### config.mk
export PLATFORM = sky130hd
export DESIGN_NAME = fgg_sqdiv
export DESIGN_NICKNAME = d
export VERILOG_FILES = /design/src/sv/fgg_pkg.sv /design/src/sv/fgg_sqdiv.sv
export SDC_FILE = /design/constraint.sdc
export NUM_CORES = 1
export LEC_CHECK = 0
export ABC_AREA = 1
export BUFFER_PORTS_ARGS = -buffer_cell sky130_fd_sc_hd__buf_2
export CAP_MARGIN = 5
export CORE_MARGIN = 3
export CORE_UTILIZATION = 40
export DETAILED_ROUTE_END_ITERATION = 8
export GPL_TIMING_DRIVEN = 0
export SYNTH_ARGS = -nofsm -noshare
export SYNTH_HDL_FRONTEND = slang
export SYNTH_SLANG_ARGS = --single-unit
### constraint.sdc
create_clock -name i_clk -period 8 [get_ports i_clk]
set_input_delay 0.4 -clock i_clk [delete_from_list [all_inputs] [get_ports i_clk]]
set_output_delay 0.4 -clock i_clk [all_outputs]
set_load 0.1 [all_outputs]
### src/sv/fgg_pkg.sv
// Types, constants and helper functions of the follow goal generator
package fgg_pkg;

    localparam int CORDIC_STEPS = 16;

    localparam int POS_W      = 24;
    localparam int ANG_W      = 16;
    localparam int QUAT_W     = 16;
    localparam int DIST_W     = 20;
    localparam int PER_W      = 16;
    localparam int TIME_W     = 32;
    localparam int CFG_IDX_W  = 4;
    localparam int CFG_DATA_W = 20;

    // shared square root / divide unit
    localparam int SQ_IN_W   = 58;
    localparam int SQ_STEPS  = 29;
    localparam int SD_RES_W  = 29;
    localparam int DV_NUM_W  = 50;
    localparam int DV_DEN_W  = 30;
    localparam int DV_QBITS  = 27;
    localparam int SD_REM_W  = 32;
    localparam int SD_CNT_W  = 5;

    localparam int ACC_W = 60;
    localparam int MUL_W = 33;

    typedef enum logic [CFG_IDX_W-1:0] {
        REG_FOLLOW_DIST = 4'd0,
        REG_INIT_STEP   = 4'd1,
        REG_UPD_THRESH  = 4'd2,
        REG_MIN_PERIOD  = 4'd3
    } t_reg_idx;

    typedef enum logic {
        SD_SQRT,
        SD_DIV
    } t_sd_op;

    typedef struct packed {
        logic   start;
        t_sd_op op;
    } t_sd_ctrl;

    typedef struct packed {
        logic signed [POS_W-1:0]  lead_pos_x;
        logic signed [POS_W-1:0]  lead_pos_y;
        logic signed [QUAT_W-1:0] leader_qx;
        logic signed [QUAT_W-1:0] leader_qy;
        logic signed [QUAT_W-1:0] leader_qz;
        logic signed [QUAT_W-1:0] leader_qw;
        logic signed [POS_W-1:0]  foll_pos_x;
        logic signed [POS_W-1:0]  foll_pos_y;
        logic signed [ANG_W-1:0]  follower_yaw;
        logic        [TIME_W-1:0] now_ms;
        logic                     blocked;
    } t_in_item;

    typedef struct packed {
        logic signed [POS_W-1:0] start_x;
        logic signed [POS_W-1:0] start_y;
        logic signed [ANG_W-1:0] start_heading;
        logic signed [POS_W-1:0] goal_x;
        logic signed [POS_W-1:0] goal_y;
        logic signed [ANG_W-1:0] goal_heading;
        logic                    send_goal;
    } t_out_item;

    typedef enum logic [5:0] {
        S_IDLE, S_C0, S_C1, S_C2, S_C3, S_S0, S_S1,
        S_R0, S_R1, S_R2, S_R3, S_RW,
        S_TX0, S_TX1, S_TXW, S_TY0, S_TY1, S_TYW,
        S_DIFF, S_COR,
        S_D0, S_D1, S_D2, S_DW,
        S_GX0, S_GX1, S_GXW, S_GY0, S_GY1, S_GYW,
        S_CMP0, S_CMP1, S_CMP2, S_FIN
    } t_state;

    // atan(2^-i) in 2^32-per-turn units
    function automatic logic [31:0] atan_turn(input logic [4:0] i);
        logic [31:0] v;
        case (i)
            5'd0:    v = 32'h20000000;
            5'd1:    v = 32'h12E4051E;
            5'd2:    v = 32'h09FB385B;
            5'd3:    v = 32'h051111D4;
            5'd4:    v = 32'h028B0D43;
            5'd5:    v = 32'h0145D7E1;
            5'd6:    v = 32'h00A2F61E;
            5'd7:    v = 32'h00517C55;
            5'd8:    v = 32'h0028BE53;
            5'd9:    v = 32'h00145F2F;
            5'd10:   v = 32'h000A2F98;
            5'd11:   v = 32'h000517CC;
            5'd12:   v = 32'h00028BE6;
            5'd13:   v = 32'h000145F3;
            5'd14:   v = 32'h0000A2FA;
            5'd15:   v = 32'h0000517D;
            5'd16:   v = 32'h000028BE;
            5'd17:   v = 32'h0000145F;
            5'd18:   v = 32'h00000A30;
            5'd19:   v = 32'h00000518;
            5'd20:   v = 32'h0000028C;
            5'd21:   v = 32'h00000146;
            5'd22:   v = 32'h000000A3;
            5'd23:   v = 32'h00000051;
            default: v = 32'h00000000;
        endcase
        return v;
    endfunction

    function automatic logic signed [POS_W-1:0] sat24(input logic signed [27:0] v);
        logic signed [POS_W-1:0] r;
        if (v > 28'sd8388607) begin
            r = 24'sh7FFFFF;
        end else if (v < -28'sd8388608) begin
            r = 24'sh800000;
        end else begin
            r = v[POS_W-1:0];
        end
        return r;
    endfunction

endpackage

### src/sv/fgg_sqdiv.sv
// Shared iterative unit: floor square root (2 bits a cycle) or unsigned divide (1 bit a cycle)
module fgg_sqdiv import fgg_pkg::*; (
    input  logic                i_clk,
    input  logic                i_rst_n,
    input  t_sd_ctrl            i_ctrl,
    input  logic [SQ_IN_W-1:0]  i_a,
    input  logic [DV_DEN_W-1:0] i_b,
    output logic                o_busy,
    output logic [SD_RES_W-1:0] o_res
);

    logic                r_busy;
    t_sd_op              r_op;
    logic [SD_CNT_W-1:0] r_cnt;
    logic [SD_REM_W-1:0] r_rem;
    logic [SQ_IN_W-1:0]  r_w;
    logic [SD_RES_W-1:0] r_res;
    logic [DV_DEN_W-1:0] r_b;

    logic [SD_REM_W+1:0] rem_sh;
    logic [SD_REM_W+1:0] trial;
    logic [SD_REM_W+1:0] diff;
    logic                ge;

    // one compare-subtract serves both operations
    always_comb begin
        if (r_op == SD_SQRT) begin
            rem_sh = {r_rem, r_w[SQ_IN_W-1 -: 2]};
            trial  = (SD_REM_W+2)'({r_res, 2'b01});
        end else begin
            rem_sh = (SD_REM_W+2)'({r_rem, r_w[SQ_IN_W-1]});
            trial  = (SD_REM_W+2)'(r_b);
        end
        ge   = (rem_sh >= trial);
        diff = rem_sh - trial;
    end

    always_ff @(posedge i_clk) begin
        if (!i_rst_n) begin
            r_busy <= 1'b0;
            r_op   <= SD_SQRT;
            r_cnt  <= '0;
        end else if (i_ctrl.start) begin
            r_busy <= 1'b1;
            r_op   <= i_ctrl.op;
            r_res  <= '0;
            r_b    <= i_b;
            if (i_ctrl.op == SD_SQRT) begin
                r_rem <= '0;
                r_w   <= i_a;
                r_cnt <= SD_CNT_W'(SQ_STEPS);
            end else begin
                r_rem <= SD_REM_W'(i_a[DV_NUM_W-1:DV_QBITS]);
                r_w   <= {i_a[DV_QBITS-1:0], (SQ_IN_W-DV_QBITS)'(0)};
                r_cnt <= SD_CNT_W'(DV_QBITS);
            end
        end else if (r_busy) begin
            r_rem <= ge ? diff[SD_REM_W-1:0] : rem_sh[SD_REM_W-1:0];
            r_w   <= (r_op == SD_SQRT) ? (r_w << 2) : (r_w << 1);
            r_res <= {r_res[SD_RES_W-2:0], ge};
            r_cnt <= r_cnt - 1'b1;
            if (r_cnt == SD_CNT_W'(1)) begin
                r_busy <= 1'b0;
            end
        end
    end

    assign o_busy = r_busy;
    assign o_res  = r_res;

endmodule

; ---- Yosys cells after proc, flatten, opt, wreduce, memory -nomap -nowiden
; Cells that the tools add are included.
[op_classes]
n_addsub = 2
n_lt_le_gt_ge = 1
n_eq_ne = 1
mux = 17
n_reduce_logical = 3
[op_table]
columns = op, n
row1 = $mux 58, 4
row2 = $mux 32, 3
row3 = $ge 34x31->1, 1
row4 = $mux 34, 1
row5 = $sub 32x32->32, 1
row6 = $mux 31, 1
row7 = $mux 29, 1
row8 = $mux 23, 1
row9 = $mux 5, 2
row10 = $eq 5x1->1 const B, 1
row11 = $sub 5x1->5 const B, 1
row12 = $reduce_and 2->1, 2
row13 = $mux 1, 3
row14 = $mux 3, 1
row15 = $reduce_bool 2->1, 1
[word_totals]
ff_bits = 156

; ---- Depth between registers and ports, before layout
; Gate-level depths: netlist of the first run.
[depth]
ltp_word = 5
depth_mapped = 20
depth_no_buf = 19

; ---- Worst setup path before layout of the first run
; No wires, ideal clock.
[synth_path]
path_kind = register -> register
from = register r_busy (netlist: o_busy)
to = register r_res[0] (netlist: o_res[0]), enable pin
arrival_time_ps = 6103
required_ps = 7400
slack_ps = 1296
path_stages_with_launch = 3
path_buffers = 0
cell_sequence = dfxtp_1 -> nor2_1 -> nor2_1
[synth_between]
elab_chain_len = 2
[synth_rtl]
columns = element, line
row1 = "start, declared", fgg_sqdiv.sv:12  ; logic r_busy;
row2 = "start signal, assigned", fgg_sqdiv.sv:40  ; r_busy <= 1'b0;
row3 = "start signal, assigned", fgg_sqdiv.sv:44  ; r_busy <= 1'b1;
row4 = "start signal, assigned", fgg_sqdiv.sv:63  ; r_busy <= 1'b0;
row5 = $reduce_bool 2->1 (no line), n/a
row6 = $reduce_and 2->1 (no line), n/a
row7 = "end signal, assigned", fgg_sqdiv.sv:60  ; r_res <= {r_res[SD_RES_W-2:0], ge};
row8 = "end, declared", fgg_sqdiv.sv:17  ; logic [SD_RES_W-1:0] r_res;
; Every way passes these cells.
; A chain may end at the register's enable or synchronous reset.

; ---- Final worst setup path of the first run
[layout_path]
from = register r_op
to = register r_rem[23] (data pin)
[layout_between]
elab_chain_len = 5
word_cells_on_any_way = 7
cone_classes = 1 x add/sub / 1 x order compare / 5 x mux
[layout_rtl]
columns = element, line
row1 = "start, declared", fgg_sqdiv.sv:13  ; t_sd_op r_op;
row2 = "start signal, assigned", fgg_sqdiv.sv:45  ; r_op <= i_ctrl.op;
row3 = $mux 34 / $mux 31 (equally long branches), fgg_sqdiv.sv:27  ; if (r_op == SD_SQRT) begin
row4 = $sub 32x32->32 / $ge 34x31->1 (equally long branches), "fgg_sqdiv.sv:35, fgg_sqdiv.sv:34"
row5 = $mux 32 *, fgg_sqdiv.sv:58  ; r_rem <= ge ? diff[SD_REM_W-1:0] : rem_sh[SD_REM_W-1:0];
row6 = $mux 32 *, fgg_sqdiv.sv:57  ; end else if (r_busy) begin
row7 = $mux 32 *, fgg_sqdiv.sv:43  ; end else if (i_ctrl.start) begin
row8 = "end signal, assigned", fgg_sqdiv.sv:53  ; r_rem <= SD_REM_W'(i_a[DV_NUM_W-1:DV_QBITS]);
row9 = "end signal, assigned", fgg_sqdiv.sv:58
row10 = "end, declared", fgg_sqdiv.sv:15  ; logic [SD_REM_W-1:0] r_rem;
; Every way passes the cells marked *; elsewhere a longest branch is shown, timed or not. The select of a mux whose other input is x is not followed.

==> impl_metrics.py, run 1 <==
metrics = {
    "timing": {
        "rsz0062_at_grt": "no",
        "relSlewSlack_pct": 30.5,
        "final_hold_viol_count": 0,
        "skew_ns": 0.0206,
        "tightest_slew_ns": 1.04,
        "setup_violations": 0,
        "fin_crit_sh_pct": 53.5,
        "layout_setup_ws_ns": 3.72,
        "drv_slew": 0,
        "max_freq_ghz": 0.233,
        "post-route-min-period_ns": 4.28,
    },
    "worst_setup_path": {
        "endpoint": "r_rem[23]",
        "cpPeakStageDelay_ns": 0.79,
        "rrSetupSlack_ns": 3.72,
        "crit_path_max_fanout": 10,
        "crit_required_ns": 8.17,
        "worstRegToRegCells": 16,
        "slowest_stage": "clkbuf_1",
        "crit_chain": "inv_2 -> clkbuf_1 -> clkbuf_1 -> nand2_1 -> o21ai_0 -> ha_1 -> nand2_1 -> inv_1 -> a21oi_1 -> nor2_1 -> o21ai_0 -> nand3_1 -> nand2_1 -> nand2_1 -> nor2_1 -> nor2_1",
        "start_kind": "flop",
        "r2r_end": "r_rem[23]",
        "crit_type": "flop to flop",
        "path_common_cell": "nand2_1",
        "endpoint_kind": "flop",
        "reg2reg_from": "r_op",
        "cp-startpoint": "r_op",
        "arrival_ns": 4.45,
    },
    "clock_network": {
        "cts_setup_buffers": 0,
        "insertion_delay_ns": 0.44,
        "holdBufCountCts": 0,
        "clock_path_buffers": 2,
        "clk_pin_slew_worst_paths_ns": 0.07,
        "cts_buffers": 17,
        "cts_tree": "done",
        "h-tree-depth": 4,
        "cts_num_sinks": 156,
        "cts-root-buf": "clkbuf_16",
        "cts-resized-gates": 0,
    },
    "place": {
        "dp_hpwl_microns": 24600,
        "place_area_sq_um": 11600,
        "placed_cells": 1834,
        "portBuffers": 121,
        "place_congestion": 0.925,
        "place_ws_ns": 3.74,
    },
    "final_layout": {
        "stdcell_area_sq_um": 12200,
        "area_growth_pct": 16.0,
        "final_layout_size_suffix_gt1_share_pct": 14.9,
        "nets": 1650,
        "final_cell_count_no_fill": 1867,
        "diodes": 0,
        "utilization_pct": 47.9,
    },
    "synth": {
        "synth_common_cells": "nand2_1, inv_1, edfxtp_1",
        "synth.most_common_cell": "nand2_1",
        "syn_inst": 1380,
        "yosysWarnings": 0,
        "synth_area_sq_um": 10500,
        "synth_edf_count": 149,
        "synth_area_per_cell_sq_um": 7.62,
        "synth_nets": 1506,
        "ys_seq_area_share_pct": 43.9,
        "synth.ff_latch_count": 156,
        "synth_largest_area_cell": "edfxtp_1",
        "synthTopCellsByArea": "edfxtp_1, nand2_1, inv_1",
        "ys_async_sr_fraction_pct": 0,
        "yosysUniqueCellTypes": 42,
        "synth_ff_type": "edfxtp_1",
        "synth_top_area_share_pct": 42.6,
    },
    "floorplan": {
        "die_y_microns": 168,
        "pin_count": 122,
        "num_rows": 58,
        "core_sq_um": 25500,
        "start_util_pct": 41.3,
        "fp.dieArea_sq_um": 28300,
        "die_w_microns": 168,
    },
    "drt": {
        "vias": 9491,
        "routed_via_density": 5.08,
        "drt-initial-drc-count": 851,
        "drc": 0,
        "drtAntennaViolNets": 0,
        "finalWirelength_microns": 31200,
        "firstDrtPassIters": 5,
        "wire_per_inst_microns": 16.7,
    },
    "global_route": {
        "antenna_found_initial": 0,
        "grt_pass1_wl_microns": 49200,
        "grt_max_degree": 35,
        "track_usage_pct": 22.1,
        "grt_pass1_vias": 9270,
        "globalRouteOverflowTotal": 0,
    },
    "power_and_ir_drop": {
        "cellPowerDensity_nw_per_um2": 219,
        "ir_worst_vdd_uv": 128,
        "p_leak_nw": 5.84,
        "power_mw": 2.67,
    },
    "job": {
        "drv_cap": 0,
    },
    "outcome": {
        "outcome": "completed",
    },
    "worst_hold_path": {
        "hp-class": "primary input to flop",
    },
}
[where the power goes]
| group | switching, mW | leakage, nW | internal [mW] |
|---|---|---|---|
| clock network | 0.360 | 0.275 | 0.434 |
| logic | 0.591 | 4.07 | 0.275 |
| registers | 0.0253 | 1.50 | 0.985 |
| total | 0.976 | 5.84 | 1.69 |
[registers in the layout, indices dropped and copies added, names as in the netlist]
register	count
o_res	29
r_rem	32
r_b	30
r_cnt	5
r_op	1
o_busy	1
r_w	58
[stage by stage]
step	hold slack, ns	setup TNS (ns)
after floorplan	0.462	0
after global placement	0.484	-82.57
after detailed placement	0.499	0
after CTS	0.127	0
after global routing	0.127	0
final	0.142	0
[how the worst min path moves through the flow]
| stage | start | end | cells past startpoint |
|---|---|---|---|
| finish | i_b[26] | r_b[26] | 1 |
| global route | i_b[27] | r_b[27] | 1 |
| CTS | i_b[27] | r_b[27] | 1 |
| detailed placement | r_cnt[3] | r_cnt[3] | 2 |
| global placement | r_cnt[3] | r_cnt[3] | 2 |
| floorplan | r_cnt[3] | r_cnt[3] | 2 |
[per-layer routing]
layer	part of all wire (%)	global-route usage, %	up-vias
met5	0	0	-
li1	-	-	4791
met1	45	29.9	4318
met3	5.8	3.05	53
met2	45	35.8	329
met4	3.9	9.46	0
[critical path, delay by kind of cell (launching register included)]
kind	cells	cell delay, ns
adder cells (fa/ha/maj)	1	0.35
AO/OA/AOI/OAI	3	0.73
flip-flops	1	0.39
buffers and inverters	4	1.66
AND/OR/NAND/NOR	8	0.89
[kinds of logic after synthesis]
logic type	count (synthesis)	share of synthesized area [%]
fa+ha+maj	34	4.12
buf+inv	325	12.2
compound gates	217	12.6
flops	156	43.9
mux	1	0.0952
xor+xnor	14	1.17
simple gates	633	26.0
[cells in the final DEF (no fill, tap or decap), types with 5 or more instances in the layout]
master / synthesis / routed
ha_1: 33 / 33
nand4_1: 9 / 9
clkbuf_1: 41 / 41
nor2_4: 5 / 6
nand3_1: 87 / 87
a21oi_1: 26 / 26
o22ai_1: 30 / 30
nand3b_1: 6 / 6
o21ai_0: 98 / 98
inv_1: 259 / 259
o221ai_1: 27 / 27
xnor2_1: 13 / 13
edfxtp_1: 149 / 149
nor3_1: 7 / 7
buf_1: 7 / 7
nand2_1: 381 / 381
clkbuf_16: 0 / 17
or2_2: 29 / 29
buf_2: 2 / 123
o211ai_1: 27 / 27
nor2_1: 88 / 87
nand2_2: 11 / 11
dfxtp_1: 7 / 7
inv_2: 6 / 6
buf_4: 5 / 5
[layout make-up]
| class | count | area (sq um) |
|---|---|---|
| fill | 2574 | 13300 |
| multi-input combinational | 899 | 4630 |
| sequential | 156 | 4610 |
| inverter | 266 | 998 |
| timing repair buffer | 125 | 693 |
| clock buffer | 17 | 425 |
| tap | 330 | 413 |
| buffer | 59 | 280 |
| clock inverter | 15 | 139 |
Power figures use the tool's default switching activity.
==> inputs of run 2 (changes only) <==
--- a/config.mk
+++ b/config.mk
@@ -5,7 +5,7 @@
 export SDC_FILE = /design/constraint.sdc
 export NUM_CORES = 1
 export LEC_CHECK = 0
-export ABC_AREA = 1
+export ABC_AREA = 0
 export BUFFER_PORTS_ARGS = -buffer_cell sky130_fd_sc_hd__buf_2
 export CAP_MARGIN = 5
 export CORE_MARGIN = 3
==> constraint.sdc (replaced) <==
create_clock -name i_clk -period 3.5 [get_ports i_clk]
set_input_delay 0.175 -clock i_clk [delete_from_list [all_inputs] [get_ports i_clk]]
set_output_delay 0.175 -clock i_clk [all_outputs]
set_load 0.1 [all_outputs]
==> run 2 against run 1 <==
Net effect: sequential cell count did not move; via count fell by 15%; final area rose by 2.1%; largest power group unchanged; critical endpoint is now r_rem[6]; wire length fell by 6.5%; highest routed layer unchanged; clock skew fell by 0.0091 ns; first-iteration DRC count fell by 1.9%; die area fell by 7.8%; synthesized cell count fell by 34%; cell count fell by 24%.
==> impl_metrics.py, run 2 <==
metrics = {
    "place": {
        "place_ws_ns": -1.10,
        "place_area_sq_um": 10800,
        "place_congestion": 0.931,
        "dp_hpwl_microns": 20800,
        "portBuffers": 119,
    },
    "worst_setup_path": {
        "cp-startpoint": "r_op",
        "rrSetupSlack_ns": 0.07,
        "crit_path_max_fanout": 10,
        "arrival_ns": 3.57,
        "r2r_end": "r_rem[6]",
        "endpoint": "r_rem[6]",
        "crit_required_ns": 3.64,
        "endpoint_kind": "flop",
        "crit_type": "flop to flop",
        "reg2reg_from": "r_op",
        "worstRegToRegCells": 13,
        "start_kind": "flop",
    },
    "drt": {
        "drtAntennaViolNets": 0,
        "drc": 0,
        "vias": 8055,
        "wire_per_inst_microns": 20.5,
        "firstDrtPassIters": 5,
        "finalWirelength_microns": 29200,
        "drt-initial-drc-count": 835,
        "routed_via_density": 5.65,
    },
    "synth": {
        "synth_area_sq_um": 9660,
        "synth_largest_area_cell": "edfxtp_1",
        "yosysWarnings": 0,
        "synth_area_per_cell_sq_um": 10.6,
        "syn_inst": 907,
        "ys_seq_area_share_pct": 47.8,
        "synth_nets": 1033,
        "yosysUniqueCellTypes": 57,
        "synth_compound_area_share_pct": 18.2,
        "synthTopCellsByArea": "edfxtp_1, mux2i_1, ha_1",
        "synth.ff_latch_count": 156,
        "synth_top_area_share_pct": 46.3,
        "ys_async_sr_fraction_pct": 0,
        "synth.most_common_cell": "edfxtp_1",
        "synth_ff_type": "edfxtp_1",
        "synth_common_cells": "edfxtp_1, mux2i_1, nand2_1",
        "synth_top_family_by_area": "compound AO/OA/AOI/OAI gates",
        "synthXorXnorAreaFrac_pct": 2.63,
        "synth-adder-area-share_pct": 4.48,
        "synthSimpleGateAreaFrac_pct": 10.9,
        "synth_edf_count": 149,
        "muxShareOfSynthArea_pct": 12.4,
    },
    "final_layout": {
        "final_common_cell": "edfxtp_1",
        "top_register": "r_w",
        "area_growth_pct": 28.9,
        "final_layout_size_suffix_gt1_share_pct": 26.6,
        "top_regs": "r_w: 58 flops, r_rem: 32 flops, r_b: 30 flops",
        "seq_area_sq_um": 4620,
        "stdcell_area_sq_um": 12400,
        "layout_common_cells": "edfxtp_1, buf_2, nand2_1",
        "fill_cells": 2152,
        "largest_reg_flops": 58,
        "nets": 1220,
        "multiInputGateArea_sq_um": 5090,
        "diodes": 0,
    },
    "timing": {
        "final_hold_viol_count": 0,
        "max_freq_ghz": 0.292,
        "post-route-min-period_ns": 3.43,
        "layout_setup_ws_ns": 0.0697,
        "setup_violations": 0,
        "tightest_slew_ns": 0.968,
        "rsz0062_at_grt": "yes",
        "relSlewSlack_pct": 35.4,
        "drv_slew": 0,
        "skew_ns": 0.0116,
        "fin_crit_sh_pct": 98.0,
    },
    "floorplan": {
        "core_sq_um": 23600,
        "pin_count": 122,
        "die_y_microns": 161,
        "start_util_pct": 40.9,
        "die_w_microns": 161,
        "num_rows": 56,
        "fp.dieArea_sq_um": 26000,
    },
    "power_and_ir_drop": {
        "switching_share_pct": 33.5,
        "p_leak_nw": 4.62,
        "power_frac_comb_pct": 32.8,
        "switching_power_mw": 2.13,
        "ir_worst_vdd_uv": 287,
        "cellPowerDensity_nw_per_um2": 510,
        "p_clk_share_pct": 30.4,
        "p_int_mw": 4.22,
        "seq_power_share_pct": 36.8,
    },
    "global_route": {
        "grt_pass1_wl_microns": 45400,
        "antenna_found_initial": 0,
        "grt_pass1_vias": 7990,
        "track_usage_pct": 22.5,
        "globalRouteOverflowTotal": 0,
        "grt_max_degree": 32,
    },
    "clock_network": {
        "cts_tree": "done",
        "clock_path_buffers": 2,
        "cts_num_sinks": 156,
        "h-tree-depth": 4,
        "cts_buffers": 17,
        "clk_pin_slew_worst_paths_ns": 0.07,
        "insertion_delay_ns": 0.44,
        "cts-root-buf": "clkbuf_16",
    },
    "job": {
        "drv_cap": 0,
    },
    "worst_hold_path": {
        "hp-class": "primary input to flop",
    },
    "outcome": {
        "outcome": "completed",
    },
}
[run 2: final cells by class]
type | count | area share [%]
multi-input cells | 669 | 40.9
flip-flops and latches | 156 | 37.1
repair buffers | 175 | 9.84
plain buffers | 58 | 3.63
clock buffers | 18 | 3.45
well taps | 319 | 3.21
clock inverters | 14 | 1.35
inverters | 17 | 0.513
[run 2: critical path: stages (launching register included)]
cell and delay, ns:
dfxtp_4 0.39, clkbuf_4 0.26, mux2_2 0.40, ha_4 0.27, o21a_1 0.19, nor2_2 0.14
a31oi_4 0.06, a221o_2 0.45, a21o_1 0.21, o21a_1 0.20, buf_6 0.15, buf_12 0.15
o21ai_2 0.14, a22oi_1 0.12
[run 2: how the worst min path moves through the flow]
stage | from | to | slack (ns) | cells after the start
2_1_floorplan | i_b[0] | r_b[0] | 0.27 | 0
3_3_place_gp | i_b[5] | r_b[5] | 0.35 | 1
3_5_place_dp | i_b[10] | r_b[10] | 0.35 | 1
4_1_cts | i_a[7] | r_w[7] | 0.02 | 3
5_1_grt | i_rst_n | r_op | 0.03 | 2
6_report | i_a[8] | r_w[8] | 0.03 | 3
[run 2: power by group through the flow]
stage	clock, mW	sequential, mW	combinational [mW]
6_report	1.93	2.34	2.08
5_1_grt	2.04	2.35	2.25
4_1_cts	1.97	2.33	1.91
3_5_place_dp	0	2.37	1.76
3_3_place_gp	0	2.37	1.72
2_1_floorplan	0	2.49	1.16
[run 2: cells by family after synthesis]
logic type,count (synthesis)
mux,116
xor+xnor,29
fa+ha+maj,34
flops,156
buf+inv,82
simple gates,213
compound gates,277
[run 2: repair_timing]
action                                  4_1_cts  5_1_grt
hold buffers                                 30        0
endpoints found under the setup margin       33       33
buffers inserted                             13        5
pin swaps                                     5       14
gates resized for setup                      72       53
gates cloned                                  1        2
endpoints found under the hold margin        30        0
[run 2: per-stage QoR]
stage	cells	hold slack [ns]	utilization (%)	TNS (ns)	total power [mW]
2_1_floorplan	907	0.274	-	0	3.65
3_3_place_gp	1345	0.353	45.2	-164.25	4.10
3_5_place_dp	1350	0.353	45.7	-33.01	4.12
4_1_cts	1426	0.0156	51.5	0	6.21
5_1_grt	1426	0.0331	52.7	-0.221	6.64
6_report	1426	0.0303	52.7	0	6.35
[run 2: layer usage]
| metal | wire [microns] | vias to the layer above | GRT usage, % |
|---|---|---|---|
| met4 | 571 | 0 | 5.71 |
| met3 | 1850 | 35 | 4.62 |
| met1 | 13300 | 3934 | 31.9 |
| li1 | - | 3811 | - |
| met2 | 13500 | 275 | 35.5 |
| met5 | 0 | - | 0 |
==> inputs of run 3 (changes only) <==
--- a/config.mk
+++ b/config.mk
@@ -8,10 +8,14 @@
 export ABC_AREA = 0
 export BUFFER_PORTS_ARGS = -buffer_cell sky130_fd_sc_hd__buf_2
 export CAP_MARGIN = 5
+export CELL_PAD_IN_SITES_DETAIL_PLACEMENT = 0
+export CELL_PAD_IN_SITES_GLOBAL_PLACEMENT = 2
+export CORE_ASPECT_RATIO = 1.75
 export CORE_MARGIN = 3
-export CORE_UTILIZATION = 40
+export CORE_UTILIZATION = 35
 export DETAILED_ROUTE_END_ITERATION = 8
 export GPL_TIMING_DRIVEN = 0
+export PLACE_DENSITY_LB_ADDON = 0.1
 export SYNTH_ARGS = -nofsm -noshare
 export SYNTH_HDL_FRONTEND = slang
 export SYNTH_SLANG_ARGS = --single-unit
==> run 3 against run 2 <==
Net effect: the flow now finishes with violations (negative setup slack); critical endpoint is now r_rem[27]; fmax decreased by 2.2%; wire length increased by 3.8%; critical path type unchanged; cell count grew 4.1%; setup slack got worse by 0.078 ns.
==> impl_metrics.py, run 3 (synthesis gave the netlist of run 2 again) <==
metrics = {
    "worst_setup_path": {
        "start_kind": "flop",
        "arrival_ns": 3.71,
        "crit_required_ns": 3.70,
        "worst-path-buf-inv": 4,
        "path_common_cell": "buf_12",
        "crit_chain": "buf_12 -> clkbuf_16 -> buf_12 -> mux2i_4 -> ha_4 -> o211ai_1 -> a21o_4 -> a31oi_4 -> a221o_2 -> a21o_1 -> o21ai_2 -> buf_6 -> nand2_4 -> o2111a_1",
        "endpoint_kind": "flop",
        "crit_type": "flop to flop",
        "crit_path_max_fanout": 8,
        "slowest_stage": "a221o_2",
        "crit_family": "compound AO/OA/AOI/OAI gates",
        "cpPeakStageDelay_ns": 0.44,
    },
    "place": {
        "place_congestion": 0.851,
        "dp_hpwl_microns": 23400,
        "portBuffers": 119,
        "placed_cells": 1395,
    },
    "global_route": {
        "antenna_found_initial": 0,
        "grt_max_degree": 33,
        "grt_pass1_wl_microns": 45800,
        "globalRouteOverflowTotal": 0,
        "grt_pass1_vias": 8256,
        "track_usage_pct": 20.1,
    },
    "final_layout": {
        "final_cell_count_no_fill": 1485,
        "top_regs": "r_w: 58 flops, r_rem: 32 flops, r_b: 30 flops",
        "diodes": 0,
        "final_common_cell": "edfxtp_1",
        "top_register": "r_w",
        "layout_common_cells": "edfxtp_1, buf_2, nand2_1",
        "largest_reg_flops": 58,
        "nets": 1234,
        "area_growth_pct": 28.8,
        "final_layout_size_suffix_gt1_share_pct": 26.4,
    },
    "clock_network": {
        "cts_num_sinks": 156,
        "insertion_delay_ns": 0.45,
        "cts_tree": "done",
        "h-tree-depth": 4,
        "clock_path_buffers": 2,
        "cts-root-buf": "clkbuf_16",
        "clk_pin_slew_worst_paths_ns": 0.07,
        "cts_buffers": 17,
    },
    "power_and_ir_drop": {
        "p_leak_nw": 4.62,
        "ir_worst_vdd_uv": 351,
        "cellPowerDensity_nw_per_um2": 492,
        "power_mw": 6.12,
    },
    "timing": {
        "setup_violations": 1,
        "max_freq_ghz": 0.285,
        "relSlewSlack_pct": 48.8,
        "skew_ns": 0.0117,
        "final_hold_viol_count": 0,
        "fin_crit_sh_pct": 100,
        "post-route-min-period_ns": 3.51,
        "drv_slew": 0,
        "rsz0062_at_grt": "yes",
        "layout_setup_ws_ns": -0.00850,
        "tightest_slew_ns": 0.768,
    },
    "drt": {
        "finalWirelength_microns": 30300,
        "routed_via_density": 5.29,
        "wire_per_inst_microns": 20.4,
        "drc": 0,
        "drt-initial-drc-count": 367,
        "vias": 7861,
        "firstDrtPassIters": 6,
        "drtAntennaViolNets": 0,
    },
    "floorplan": {
        "num_rows": 79,
        "pin_count": 122,
        "core_sq_um": 26900,
        "start_util_pct": 35.9,
        "die_y_microns": 226,
        "fp.dieArea_sq_um": 29700,
        "die_w_microns": 132,
    },
    "worst_hold_path": {
        "hp-class": "primary input to flop",
    },
    "job": {
        "drv_cap": 0,
    },
    "outcome": {
        "violations": "negative setup slack",
        "outcome": "finished, violations left",
    },
}
-- run 3: path summary, 6_finish.rpt --
check / start / to / slack [ns] / cells after the start
setup / recovery: r_op / r_rem[27] / -0.008 / 14
setup reg to reg: r_op / r_rem[27] / -0.008 / 14
hold / removal: i_a[11] / r_w[11] / 0.02 / 3
hold reg to reg: r_cnt[4] / r_cnt[4] / 0.57 / 2
-- run 3: routing by layer --
| metal | vias to the layer above | track usage [%] | routed length (microns) |
|---|---|---|---|
| li1 | 3832 | - | - |
| met2 | 181 | 39.2 | 16800 |
| met5 | - | 0 | 0 |
| met1 | 3804 | 21.3 | 11600 |
| met4 | 0 | 8.21 | 930 |
| met3 | 44 | 3.10 | 933 |
-- run 3: cell type report --
class,count,area (sq um)
clock inverter,12,75.1
tap,364,455
clock buffer,20,437
fill,2626,14400
sequential,156,4620
timing repair buffer,189,1320
multi-input combinational,669,5070
buffer,58,400
inverter,17,63.8
-- run 3: worst reg2reg max path, stage by stage (launching register included) --
cell       delay, ns
dfxtp_4         0.42
buf_12          0.14
clkbuf_16       0.16
buf_12          0.12
mux2i_4         0.28
ha_4            0.25
o211ai_1        0.20
a21o_4          0.15
a31oi_4         0.09
a221o_2         0.44
a21o_1          0.21
o21ai_2         0.23
buf_6           0.21
nand2_4         0.10
o2111a_1        0.27
-- run 3: repair_timing --
item / in CTS / in global routing
setup endpoints to repair: 33 / 33
hold endpoints to repair: 32 / 0
cloned: 0 / 2
resized for setup: 81 / 38
buffers inserted: 20 / 12
pin swaps: 6 / 30
hold buffers: 31 / 0
-- run 3: report_power, final --
part           internal [mW]  switching (mW)  total [mW]  leakage [nW]
combinational          0.861            1.25        2.11          2.88
clock                  0.898           0.787        1.69         0.251
sequential              2.25          0.0828        2.33          1.49
-- run 3: per-stage QoR --
step / hold WS, ns / setup WS [ns] / util [%] / cell area, sq um / TNS [ns]
final: 0.0204 / -0.00850 / 46.3 / 12400 / -0.00850
after global routing: 0.0317 / -0.130 / 46.3 / 12400 / -2.01
after CTS: 0.000859 / -0.00945 / 45.3 / 12200 / -0.00945
after detailed placement: 0.353 / -1.41 / 40.3 / 10800 / -40.83
after global placement: 0.353 / -1.34 / 39.9 / 10700 / -176.74
after floorplan: 0.274 / 0.0183 / - / 9680 / 0
